$ cat config.mk
export PLATFORM = sky130hd
export DESIGN_NAME = keypad_digit_entry_display_core
export DESIGN_NICKNAME = d
export VERILOG_FILES = /design/src/rtl/core/kde_pkg.sv /design/src/rtl/core/keypad_digit_entry_display_core.sv
export SDC_FILE = /design/constraint.sdc
export NUM_CORES = 1
export LEC_CHECK = 0
export ABC_AREA = 1
export BUFFER_PORTS_ARGS = -buffer_cell sky130_fd_sc_hd__buf_4
export CORE_MARGIN = 2
export CORE_UTILIZATION = 55
export DETAILED_ROUTE_END_ITERATION = 16
export PLACE_DENSITY = 0.83
export SYNTH_ARGS = -nofsm -noshare
export SYNTH_HDL_FRONTEND = slang
export SYNTH_SLANG_ARGS = --single-unit
$ cat constraint.sdc
create_clock -name clk -period 4.65 [get_ports clk]
set_clock_uncertainty 0.15 [all_clocks]
set_input_delay 0.465 -clock clk [delete_from_list [all_inputs] [get_ports clk]]
set_output_delay 0.465 -clock clk [all_outputs]
set_load 0.02 [all_outputs]
$ cat src/rtl/core/kde_pkg.sv
// Package for the keypad digit entry core: key decode types, decode and segment functions.
package kde_pkg;

	typedef enum logic [1:0] {
		KEY_NONE,
		KEY_DIGIT,
		KEY_DELETE
	} key_kind_t;

	typedef struct packed {
		key_kind_t   kind;
		logic [3:0]  digit;
	} key_t;

	localparam int unsigned NIB_W = 4;
	localparam int unsigned SEL_W = 3;
	localparam int unsigned SEG_W = 8;

	// Line position of the single low line in an active-low nibble.
	typedef struct packed {
		logic        hit;
		logic [1:0]  pos;
	} line_t;

	function automatic line_t one_low(input logic [NIB_W-1:0] nib);
		line_t r;
		r = '{hit: 1'b1, pos: 2'd0};
		case (nib)
			4'h7: r.pos = 2'd0;
			4'hb: r.pos = 2'd1;
			4'hd: r.pos = 2'd2;
			4'he: r.pos = 2'd3;
			default: r.hit = 1'b0;
		endcase
		return r;
	endfunction

	// Code row*4+col: rows 0-2, columns 0-2 give digits 1-9, code 13 gives 0,
	// code 3 deletes.
	function automatic key_t decode_key(input logic [NIB_W-1:0] col_n,
			input logic [NIB_W-1:0] row_n);
		line_t c;
		line_t r;
		key_t  k;
		c = one_low(col_n);
		r = one_low(row_n);
		k = '{kind: KEY_NONE, digit: 4'd0};
		if (c.hit && r.hit) begin
			if (r.pos != 2'd3 && c.pos != 2'd3) begin
				k.kind  = KEY_DIGIT;
				k.digit = 4'({2'b00, r.pos} * 4'd3 + {2'b00, c.pos} + 4'd1);
			end else if (r.pos == 2'd0 && c.pos == 2'd3) begin
				k.kind = KEY_DELETE;
			end else if (r.pos == 2'd3 && c.pos == 2'd1) begin
				k.kind  = KEY_DIGIT;
				k.digit = 4'd0;
			end
		end
		return k;
	endfunction

	function automatic logic [SEG_W-1:0] seg_of(input logic [3:0] d);
		logic [SEG_W-1:0] s;
		case (d)
			4'd0: s = 8'h3f;
			4'd1: s = 8'h06;
			4'd2: s = 8'h5b;
			4'd3: s = 8'h4f;
			4'd4: s = 8'h66;
			4'd5: s = 8'h6d;
			4'd6: s = 8'h7d;
			4'd7: s = 8'h07;
			4'd8: s = 8'h7f;
			4'd9: s = 8'h6f;
			default: s = 8'h00;
		endcase
		return s;
	endfunction

endpackage

$ cat src/rtl/core/keypad_digit_entry_display_core.sv
// A refresh beat is registered in the input stage, then its result is loaded into the
// result register. Throughput: one beat per cycle unless the input stage stalls; a key
// sample held in the input stage never waits on the output side.
// The input stage stalls only while it holds a refresh tick and the result register is held.
// Reset (arst_n low, asynchronous) empties the digit count and scan position; stored digits
// are not cleared and are read only after being written.
module keypad_digit_entry_display_core
	import kde_pkg::*;
#(
	parameter int unsigned MAX_DIGITS = 8
) (
	input  logic        clk,
	input  logic        arst_n,
	input  logic        s_tvalid,
	output logic        s_tready,
	input  logic [7:0]  s_tdata,   // [3:0] column_lines, [7:4] row_lines
	input  logic        s_tuser,   // command: 0 key sample, 1 refresh tick
	output logic        m_tvalid,
	input  logic        m_tready,
	output logic [15:0] m_tdata,   // [2:0] digit_select, [10:3] segments
	output logic        m_tuser    // blank
);

	localparam int unsigned IDX_W = (MAX_DIGITS > 1) ? $clog2(MAX_DIGITS) : 1;
	localparam int unsigned CNT_W = $clog2(MAX_DIGITS + 1);

	logic             valid_s1;
	logic             cmd_s1;
	logic [NIB_W-1:0] col_s1;
	logic [NIB_W-1:0] row_s1;

	logic [3:0]       store_q [MAX_DIGITS];
	logic [CNT_W-1:0] count_q;
	logic [IDX_W-1:0] scan_q;

	logic             out_valid_q;
	logic [SEL_W-1:0] sel_q;
	logic [SEG_W-1:0] seg_q;
	logic             blank_q;

	logic             out_free;
	logic             advance;
	key_t             key;

	logic             wr_en;
	logic [IDX_W-1:0] wr_idx;
	logic [3:0]       wr_data;
	logic [CNT_W-1:0] count_d;
	logic [IDX_W-1:0] scan_d;
	logic [IDX_W-1:0] pos;
	logic [CNT_W-1:0] pos_next;
	logic [CNT_W-1:0] rd_off;
	logic [3:0]       rd_digit;

	assign out_free = !out_valid_q || m_tready;
	assign advance  = valid_s1 && (!cmd_s1 || out_free);
	assign s_tready = !valid_s1 || advance;

	always_ff @(posedge clk or negedge arst_n) begin
		if (!arst_n) begin
			valid_s1 <= 1'b0;
		end else if (s_tready) begin
			valid_s1 <= s_tvalid;
		end
	end

	always_ff @(posedge clk) begin
		if (s_tready && s_tvalid) begin
			cmd_s1 <= s_tuser;
			col_s1 <= s_tdata[3:0];
			row_s1 <= s_tdata[7:4];
		end
	end

	assign key = decode_key(col_s1, row_s1);

	always_comb begin
		pos      = (CNT_W'(scan_q) >= count_q) ? '0 : scan_q;
		rd_off   = count_q - CNT_W'(1) - CNT_W'(pos);
		rd_digit = store_q[rd_off[IDX_W-1:0]];
		pos_next = CNT_W'(pos) + CNT_W'(1);
	end

	// Next state for the digit store, count and scan position.
	always_comb begin
		wr_en   = 1'b0;
		wr_idx  = count_q[IDX_W-1:0];
		wr_data = key.digit;
		count_d = count_q;
		scan_d  = scan_q;
		if (advance) begin
			if (!cmd_s1) begin
				case (key.kind)
					KEY_DIGIT: begin
						if (count_q < CNT_W'(MAX_DIGITS)) begin
							wr_en = 1'b1;
							// overwrite a lone leading zero
							if (count_q == CNT_W'(1) && store_q[0] == 4'd0) begin
								wr_idx = '0;
							end else begin
								count_d = count_q + CNT_W'(1);
							end
						end
					end
					KEY_DELETE: begin
						if (count_q != '0) count_d = count_q - CNT_W'(1);
					end
					default: ;
				endcase
			end else if (count_q == '0) begin
				scan_d = '0;
			end else begin
				scan_d = (pos_next >= count_q) ? '0 : pos_next[IDX_W-1:0];
			end
		end
	end

	always_ff @(posedge clk) begin
		if (wr_en) store_q[wr_idx] <= wr_data;
	end

	always_ff @(posedge clk or negedge arst_n) begin
		if (!arst_n) begin
			count_q <= '0;
			scan_q  <= '0;
		end else begin
			count_q <= count_d;
			scan_q  <= scan_d;
		end
	end

	always_ff @(posedge clk or negedge arst_n) begin
		if (!arst_n) begin
			out_valid_q <= 1'b0;
		end else if (out_free) begin
			out_valid_q <= advance && cmd_s1;
		end
	end

	always_ff @(posedge clk) begin
		if (out_free && advance && cmd_s1) begin
			if (count_q == '0) begin
				sel_q   <= '0;
				seg_q   <= '0;
				blank_q <= 1'b1;
			end else begin
				sel_q   <= SEL_W'(pos);
				seg_q   <= seg_of(rd_digit);
				blank_q <= 1'b0;
			end
		end
	end

	assign m_tvalid = out_valid_q;
	assign m_tdata  = {5'b00000, seg_q, sel_q};
	assign m_tuser  = blank_q;

`ifndef SYNTHESIS
	a_count_bound: assert property (@(posedge clk) disable iff (!arst_n)
		count_q <= CNT_W'(MAX_DIGITS))
		else $error("digit count above maximum");

	a_scan_bound: assert property (@(posedge clk) disable iff (!arst_n)
		advance && cmd_s1 |=> (scan_q == '0) || (CNT_W'(scan_q) < count_q))
		else $error("scan position left beyond stored digits");

	a_blank_clean: assert property (@(posedge clk) disable iff (!arst_n)
		m_tvalid && blank_q |-> (sel_q == '0) && (seg_q == '0))
		else $error("blank result carries digit data");

	a_stall_cause: assert property (@(posedge clk) disable iff (!arst_n)
		!s_tready |-> valid_s1 && cmd_s1 && out_valid_q && !m_tready)
		else $error("input stalled without a held refresh result");
`endif

endmodule

==> results of run 1 <==
==> layout make-up <==
type	count	area [um2]
clock buffer	9	123.9
clock inverter	7	42.54
fill	476	2137
inverter	46	172.7
multi-input combinational	242	1429
sequential	61	1787
tap	75	93.84
timing repair buffer	27	205.2
==> layer usage <==
| metal | global-route usage, % | vias up |
|---|---|---|
| met5 | 0 | - |
| met4 | 8.793 | 0 |
| met3 | 4.672 | 11 |
| met2 | 34.31 | 69 |
| met1 | 24.13 | 1159 |
| li1 | - | 1240 |
==> synth_stat cells (4+ instances only) <==
cell      count  area share (%)
dfrtp_1       9             6.6
ha_1         24             8.7
nor2_1       49             5.4
inv_1        41             4.5
edfxtp_1     52              45
nand2_1      61             6.7
nand2_2       8             1.5
o22ai_1       6             1.1
a21oi_1      12             1.7
nand2_4       6             2.0
inv_2         5            0.55
nand3_1      14             2.0
xor2_1        4             1.0
buf_4         7             1.5
nor3_1        7             1.0
o21ai_0      20             2.9
==> worst register-to-register path, delay by kind of cell, from the launching register on <==
kind	cells	cell delay [ns]
AO/OA/AOI/OAI	3	0.55
flip-flops	1	0.45
buffers and inverters	5	0.51
adder cells (fa/ha/maj)	4	1.46
AND/OR/NAND/NOR	9	0.74
==> metrics by stage <==
step                hold WS [ns]  cell area [um2]  cells  setup WS (ns)
detailed placement        0.1485             3677    450         0.6238
finish                    0.1429             3854    467         0.5577
floorplan                0.01941             3455    359         0.9002
global placement          0.1444             3677    450         0.7761
CTS                       0.1320             3854    467         0.6099
global route              0.1295             3854    467         0.1998
==> power groups by stage <==
stage / sequential, mW / clock, mW / combinational [mW]
after floorplan: 0.759 / 0 / 0.996
after global placement: 0.724 / 0 / 1.23
after detailed placement: 0.726 / 0 / 1.28
after CTS: 0.715 / 0.410 / 1.28
after global routing: 0.720 / 0.439 / 1.46
final: 0.715 / 0.407 / 1.29
==> cell families after synthesis <==
| kind of cell | count (synthesis) | synth area share [%] |
|---|---|---|
| AND/OR/NAND/NOR | 156 | 21.05 |
| flip-flops | 61 | 52.00 |
| buffers and inverters | 56 | 6.956 |
| AO/OA/AOI/OAI | 48 | 8.122 |
| adder cells (fa/ha/maj) | 27 | 10.49 |
| XOR/XNOR | 5 | 1.275 |
| other | 1 | 0.1091 |
==> path summary, 6_finish.rpt <==
check / startpoint / to / cells after the start
max in group asynchronous: arst_n / scan_q[2] / 2
setup / recovery: count_q[2] / seg_q[3] / 21
setup reg to reg: count_q[2] / seg_q[3] / 21
hold reg to reg: valid_s1 / m_tvalid / 2
hold / removal: s_tdata[7] / row_s1[3] / 1
min in group asynchronous: arst_n / valid_s1 / 2
==> sequential cells by signal (all words and copies together), names as in the netlist <==
register	cells
store_q	32
seg_q	7
col_s1	4
count_q	4
row_s1	4
scan_q	3
sel_q	3
cmd_s1	1
m_tuser	1
m_tvalid	1
valid_s1	1
==> reports/metrics.yaml, run 1 <==
sta:
  max_freq_mhz: 244.4
  slew_viol_final: 0
  worstMarginPinSlew_ns: 1.186
  setup_viol: 0
  tns_ns: 0
  finalCritPeriodShare_pct: 88.01
  slew_headroom_pct: 20.66
  hold_viol: 0
  layout_min_cycle_time_ns: 4.092
  grt_setup_unrepaired: "false"
setup_path:
  path_max_fanout: 9
  cpMaxStageDelayCell: "fa_1"
  critPathKind: "register to register"
  cp-start-kind: "register"
  critPathTopFamily: "adder cells"
  cpPeakStageDelay_ns: 0.65
  worst-r2r-setup-slack_ns: 0.56
  arrival_ns: 4.05
  cp_num_buf_inv: 5
  worst_setup_path_end_kind: "register"
  worstPathRequired_ns: 4.60
  crit_chain: "inv_2 -> ha_1 -> inv_1 -> nor2_1 -> nand2_1 -> nand2_1 -> nor2_2 -> inv_1 -> nor2_1 -> ha_1 -> fa_1 -> inv_1 -> a21oi_1 -> a22oi_1 -> o21ai_2 -> inv_1 -> ha_1 -> nand3_1 -> nand2_1 -> nor2_1 -> nor2_1"
synth:
  ys_seq_elements: 61
  synth_cell_types: 37
  synth_area_um2: 3436
  avgSynthCellArea_um2: 9.706
  synth_edf_count: 52
  synthArstFlopShare_pct: 14.75
  synth_cells: 354
  ys_seq_area_share_pct: 52.00
  synth_ff_type: "edfxtp_1"
  ys.warnings.count: 0
layout:
  n_antenna_cell: 0
  area_growth_pct: 12.16
  post-route-util_pct: 64.33
  nNetsFinal: 427
  most-common-layout-cells: "nand2_1, edfxtp_1, nor2_1"
  drive_gt1_share_pct: 17.35
  final_common_cell: "nand2_1"
power_and_ir_drop:
  leakage_nw: 1.716
  comb_power_share_pct: 53.5
  power_density_nw_per_um2: 625.9
  p_sw_mw: 1.079
  power_mw: 2.412
  p_int_mw: 1.333
  power_frac_seq_pct: 29.6
  swShare_pct: 44.74
  peakVddDrop_mv: 0.4778
  clkPwrFrac_pct: 16.9
die:
  core-area_um2: 5991
  ios: 32
  die_y_um: 83.04
  rows: 28
  initial_utilization_pct: 57.35
  die_w_um: 83.04
  fp.dieArea_um2: 6895
clocking:
  clk_pin_slew_ns: 0.07
  cts-resized-gates: 0
  cts_tree: "done"
  cts_hold_buf: 1
  ctsRootBufferMaster: "clkbuf_8"
  numCtsBuffers: 9
  cts_setup_buffers: 0
  htreeDepth: 3
  clk_latency_ns: 0.34
  cts_sinks: 61
  clockBufferDepth: 2
detailed_routing:
  dr.pass1.iters: 4
  drtAntennaViolNets: 0
  met2_wirelength_mm: 3.259
  drt_iter0_drc: 185
  met3_length_um: 301
  drc: 0
  routed_wl_mm: 6.362
  routed_via_density: 5.308
  met1_length_mm: 2.680
  wl_per_cell_um: 13.62
  routed.top_layer: "met4"
  vias: 2479
placed_design:
  place_hpwl_mm: 4.840
  gp_congestion: 0.9062
  port_buffers: 25
run_status:
  status: "finished clean"
grt:
  grt_pass1_vias: 2416
  grt-ovfl-total: 0
  grt_usage_pct: 20.04
  grt_max_degree: 18
  antenna_found_initial: 0
  grt_pass1_wl_mm: 10.92
hold_path:
  hp-class: "primary input to register"
run:
  maxCapViolations: 0
Power figures use the tool's default switching activity.
==> run 2, diff against run 1 <==
Settings changed: ABC_AREA 1 to default, HOLD_SLACK_MARGIN from default to 0.08.
==> reports/metrics.yaml, run 2 <==
power_and_ir_drop:
  peakVddDrop_mv: 0.3449
  power_density_nw_per_um2: 567.8
  leakage_nw: 1.538
die:
  core-area_um2: 5921
  die_w_um: 82.24
  ios: 32
  die_y_um: 82.24
  initial_utilization_pct: 56.87
  fp.dieArea_um2: 6763
  rows: 28
sta:
  grt_setup_unrepaired: "false"
  worstMarginPinSlew_ns: 0.6437
  fin_ws_ns: 0.3843
  hold_viol: 0
  slew_headroom_pct: 56.75
  whs_ns: 0.1543
  setup_viol: 0
  tns_ns: 0
  max_freq_mhz: 234.4
  slew_viol_final: 0
  layout_min_cycle_time_ns: 4.266
  finalCritPeriodShare_pct: 91.73
synth:
  synth_area_um2: 3367
  synthArstFlopShare_pct: 14.75
  synth_top_area_share_pct: 46.38
  ys.warnings.count: 0
  yosys.area.top_type: "edfxtp_1"
  ys_seq_elements: 61
  synth_edf_count: 52
  synthTopCellsByArea: "edfxtp_1, ha_1, dfrtp_1"
  ys_seq_area_share_pct: 53.07
  yosys-top-cells-count: "edfxtp_1, ha_1, inv_1"
  avgSynthCellArea_um2: 13.10
  synth_cell_types: 51
  synth_ff_type: "edfxtp_1"
  yosysMostFrequentCell: "edfxtp_1"
  synth_cells: 257
clocking:
  clockBufferDepth: 2
  ctsRootBufferMaster: "clkbuf_8"
  clk_latency_ns: 0.34
  numCtsBuffers: 9
  htreeDepth: 3
  clk_pin_slew_ns: 0.07
  cts_setup_buffers: 0
  cts_tree: "done"
  cts_sinks: 61
placed_design:
  port_buffers: 25
  gp_congestion: 0.8635
  post-place-ws_ns: 0.2794
  place_hpwl_mm: 4.224
grt:
  grt_pass1_vias: 2002
  grt_pass1_wl_mm: 9.170
  grt_max_degree: 12
  grt_usage_pct: 18.73
  antenna_found_initial: 0
  grt-ovfl-total: 0
run:
  maxCapViolations: 0
layout:
  area_growth_pct: 13.38
  num-fill-cells: 429
  largest_register_ffs: 32
  n_antenna_cell: 0
  top_regs: "store_q (32), seg_q (7)"
  final_common_cell: "edfxtp_1"
  nNetsFinal: 329
  drive_gt1_share_pct: 20.75
  most-common-layout-cells: "edfxtp_1, buf_4, ha_1"
  regMostFlops: "store_q"
detailed_routing:
  dr.pass1.iters: 4
  drc: 0
  routed_wl_mm: 5.635
  wl_per_cell_um: 15.27
  drtAntennaViolNets: 0
  vias: 2006
  drt_iter0_drc: 122
  routed_via_density: 5.436
setup_path:
  path_max_fanout: 9
  worstPathRequired_ns: 4.58
  cp-start-kind: "register"
  arrival_ns: 4.20
  reg2reg_depth: 17
  critPathKind: "register to register"
  worst_setup_path_end_kind: "register"
hold_path:
  hp-class: "primary input to register"
  holdPathStages: 1
run_status:
  status: "finished clean"
==> run 2: changes by cell type after synthesis, moves of 5 or more <==
cell     delta
nand2_1    -44
xnor2_1     +6
mux4_2      +8
nand2_4     -6
nand2_2     -8
nor2_1     -38
nand3_1     -5
inv_1      -20
a21oi_1     -6
o21ai_0     -8
==> run 2: stage by stage <==
stage | std cells | util [%] | area [um2] | power [mW]
3_5_place_dp | 352 | 60.74 | 3596 | 1.671
4_1_cts | 369 | 64.35 | 3810 | 2.175
3_3_place_gp | 352 | 60.74 | 3596 | 1.650
6_report | 369 | 64.48 | 3817 | 2.168
2_1_floorplan | 262 | - | 3386 | 1.470
5_1_grt | 369 | 64.48 | 3817 | 2.314
==> run 2: layout make-up <==
cell class                 count  area [um2]  area share, %
clock buffer                   9       123.9          3.245
sequential                    61        1787          46.80
clock inverter                 7       80.08          2.098
multi-input combinational    169        1453          38.05
tap                           75       93.84          2.458
inverter                      22       82.58          2.163
timing repair buffer          26       197.7          5.179
==> run 2: report_power, final <==
| group | switching (mW) | internal (mW) | leakage, nW |
|---|---|---|---|
| logic | 0.534 | 0.442 | 0.840 |
| clock network | 0.197 | 0.293 | 0.103 |
| registers | 0.0403 | 0.661 | 0.595 |
| total | 0.772 | 1.40 | 1.54 |
==> run 2: cells by family (layout without fill, tap and decap cells) <==
logic type      after synthesis  after routing  share of synthesized area [%]
compound gates               33             33                          6.466
xor+xnor                     14             14                          4.756
fa+ha+maj                    27             27                          10.70
buf+inv                      32             64                          4.570
flops                        61             61                          53.07
mux                          18             18                          8.732
other cells                   1              6                         0.1114
simple gates                 71             71                          11.59
==> run 2: what timing repair did <==
action,CTS,global route
endpoints found under the setup margin,0,4
resized for setup,0,1
hold buffers,1,0
endpoints found under the hold margin,9,0
==> run 2: worst max-delay path, stage by stage (launching register included) <==
cell      delay (ns)
dfrtp_1         0.49
inv_1           0.16
ha_1            0.31
nor2b_1         0.12
o211ai_1        0.14
and2_1          0.21
nand2_1         0.10
inv_1           0.06
ha_1            0.21
fa_1            0.43
xnor2_2         0.26
xnor2_4         0.12
xnor2_4         0.29
mux2_2          0.39
ha_1            0.30
inv_1           0.04
o21ai_0         0.15
a21oi_1         0.08
==> run 2: path summary, 6_finish.rpt <==
| path | from | end | slack [ns] |
|---|---|---|---|
| min in group asynchronous | arst_n | scan_q[0] | 0.33 |
| min reg2reg | cmd_s1 | m_tvalid | 0.38 |
| max reg2reg | count_q[1] | seg_q[1] | 0.38 |
| max | count_q[1] | seg_q[1] | 0.38 |
| min | s_tuser | cmd_s1 | 0.15 |
| max in group asynchronous | arst_n | count_q[2] | 3.89 |
==> run 2: layer usage <==
layer	track usage, %	routed length, um
met5	0	0
met4	9.500	131
met3	4.565	240
met2	32.34	2895
met1	21.62	2366
==> run 3, diff against run 2 <==
Settings changed: CORE_ASPECT_RATIO from default to 1.5, GPL_ROUTABILITY_DRIVEN from default to 0.
==> reports/metrics.yaml, run 3 (same netlist as run 2, synthesis figures left out) <==
layout:
  drive_gt1_share_pct: 20.75
  post-route-util_pct: 64.26
  area_growth_pct: 12.04
  most-common-layout-cells: "edfxtp_1, buf_4, ha_1"
  top_regs: "store_q (32), seg_q (7)"
  largest_register_ffs: 32
  regMostFlops: "store_q"
  final_common_cell: "edfxtp_1"
  finalNonFillerCells: 366
  nNetsFinal: 329
  n_antenna_cell: 0
setup_path:
  cpMaxStageDelayCell: "dfrtp_1"
  r2r_end: "seg_q[1]"
  worst-r2r-setup-slack_ns: 0.33
  worstPathRequired_ns: 4.57
  cpPeakStageDelay_ns: 0.48
  cp_num_buf_inv: 3
  cp-start-kind: "register"
  reg2reg_from: "count_q[1]"
  worst_setup_path_end_kind: "register"
  reg2reg_depth: 17
  critPathKind: "register to register"
  arrival_ns: 4.24
  crit_chain: "inv_1 -> ha_1 -> nor2b_1 -> o211ai_1 -> and2_1 -> nand2_1 -> inv_1 -> ha_1 -> fa_1 -> xnor2_2 -> xnor2_4 -> xnor2_4 -> mux2_2 -> ha_1 -> inv_1 -> o21ai_0 -> a21oi_1"
  critPathTopFamily: "adder cells"
  path_max_fanout: 9
sta:
  finalCritPeriodShare_pct: 92.85
  layout_min_cycle_time_ns: 4.317
  grt_setup_unrepaired: "false"
  slew_viol_final: 0
  max_freq_mhz: 231.6
  slew_headroom_pct: 46.70
  tns_ns: 0
  fin_ws_ns: 0.3325
  setup_viol: 0
  worstMarginPinSlew_ns: 0.7935
  hold_viol: 0
clocking:
  numCtsBuffers: 9
  ctsRootBufferMaster: "clkbuf_8"
  clk_pin_slew_ns: 0.06
  clockBufferDepth: 2
  cts_setup_buffers: 0
  cts_tree: "done"
  clk_latency_ns: 0.33
  htreeDepth: 3
  cts_sinks: 61
hold_path:
  hp-class: "primary input to register"
  min_from: "s_tdata[5]"
  holdPathStages: 1
  min_to: "row_s1[1]"
detailed_routing:
  drtAntennaViolNets: 0
  wl_per_cell_um: 15.60
  routed_wl_mm: 5.711
  drt_iter0_drc: 74
  vias: 2042
  dr.pass1.iters: 4
  routed_via_density: 5.579
  drc: 0
grt:
  grt_pass1_wl_mm: 9.294
  grt_max_degree: 12
  grt_usage_pct: 19.07
  grt_pass1_vias: 2093
  antenna_found_initial: 0
  grt-ovfl-total: 0
power_and_ir_drop:
  peakVddDrop_mv: 0.2424
  leakage_nw: 1.519
  power_density_nw_per_um2: 544.4
die:
  fp.dieArea_um2: 6777
  ios: 32
  core-area_um2: 5871
  initial_utilization_pct: 57.35
  rows: 34
  die_y_um: 99.83
  die_w_um: 67.89
run:
  maxCapViolations: 0
placed_design:
  numPlacedInstances: 349
  port_buffers: 25
  post-place-ws_ns: 0.3283
  place_hpwl_mm: 4.404
run_status:
  status: "finished clean"
## run 3: cell types whose count changed in the layout (fill, tap and decap cells not counted), sizes merged
cell    delta
bufinv     -2
clkinv     -2
clkbuf     +4
## run 3: layout make-up
type,count,area (um2)
multi-input cells,169,1453
clock buffers,13,148.9
flip-flops and latches,61,1787
repair buffers,26,197.7
inverters,22,82.58
well taps,72,90.09
clock inverters,3,13.76
fillers,447,2098
## run 3: what timing repair did
action | in CTS | in global routing
hold buffers | 1 | 0
endpoints found under the hold margin | 9 | 0
setup endpoints to repair | 0 | 1
gates resized for setup | 0 | 1
## run 3: worst max path at each step
stage | from | end | slack [ns] | cells past startpoint
3_3_place_gp | count_q[2] | seg_q[1] | 0.47 | 17
5_1_grt | count_q[1] | seg_q[1] | 0.03 | 17
4_1_cts | count_q[1] | seg_q[1] | 0.28 | 17
3_5_place_dp | count_q[2] | seg_q[1] | 0.33 | 17
6_report | count_q[1] | seg_q[1] | 0.33 | 17
2_1_floorplan | count_q[1] | seg_q[1] | 0.52 | 18
## run 3: power breakdown
| part | internal, mW | total [mW] | switching [mW] |
|---|---|---|---|
| logic | 0.440 | 0.961 | 0.521 |
| clock network | 0.205 | 0.390 | 0.186 |
| registers | 0.661 | 0.702 | 0.0408 |
| total | 1.31 | 2.05 | 0.748 |
## run 3: per-layer routing
metal / GRT usage, % / share of wire, %
met4: 8.923 / 2.0
met5: 0 / 0
met2: 35.37 / 58
met1: 18.58 / 36
met3: 5.493 / 3.9
## run 3: per-stage QoR
stage	hold WS [ns]	cell area (um2)	power, mW
global placement	0.1430	3592	1.639
CTS	0.1490	3765	2.060
detailed placement	0.1449	3592	1.668
finish	0.1608	3772	2.054
global route	0.1424	3772	2.188
floorplan	0.01941	3386	1.470
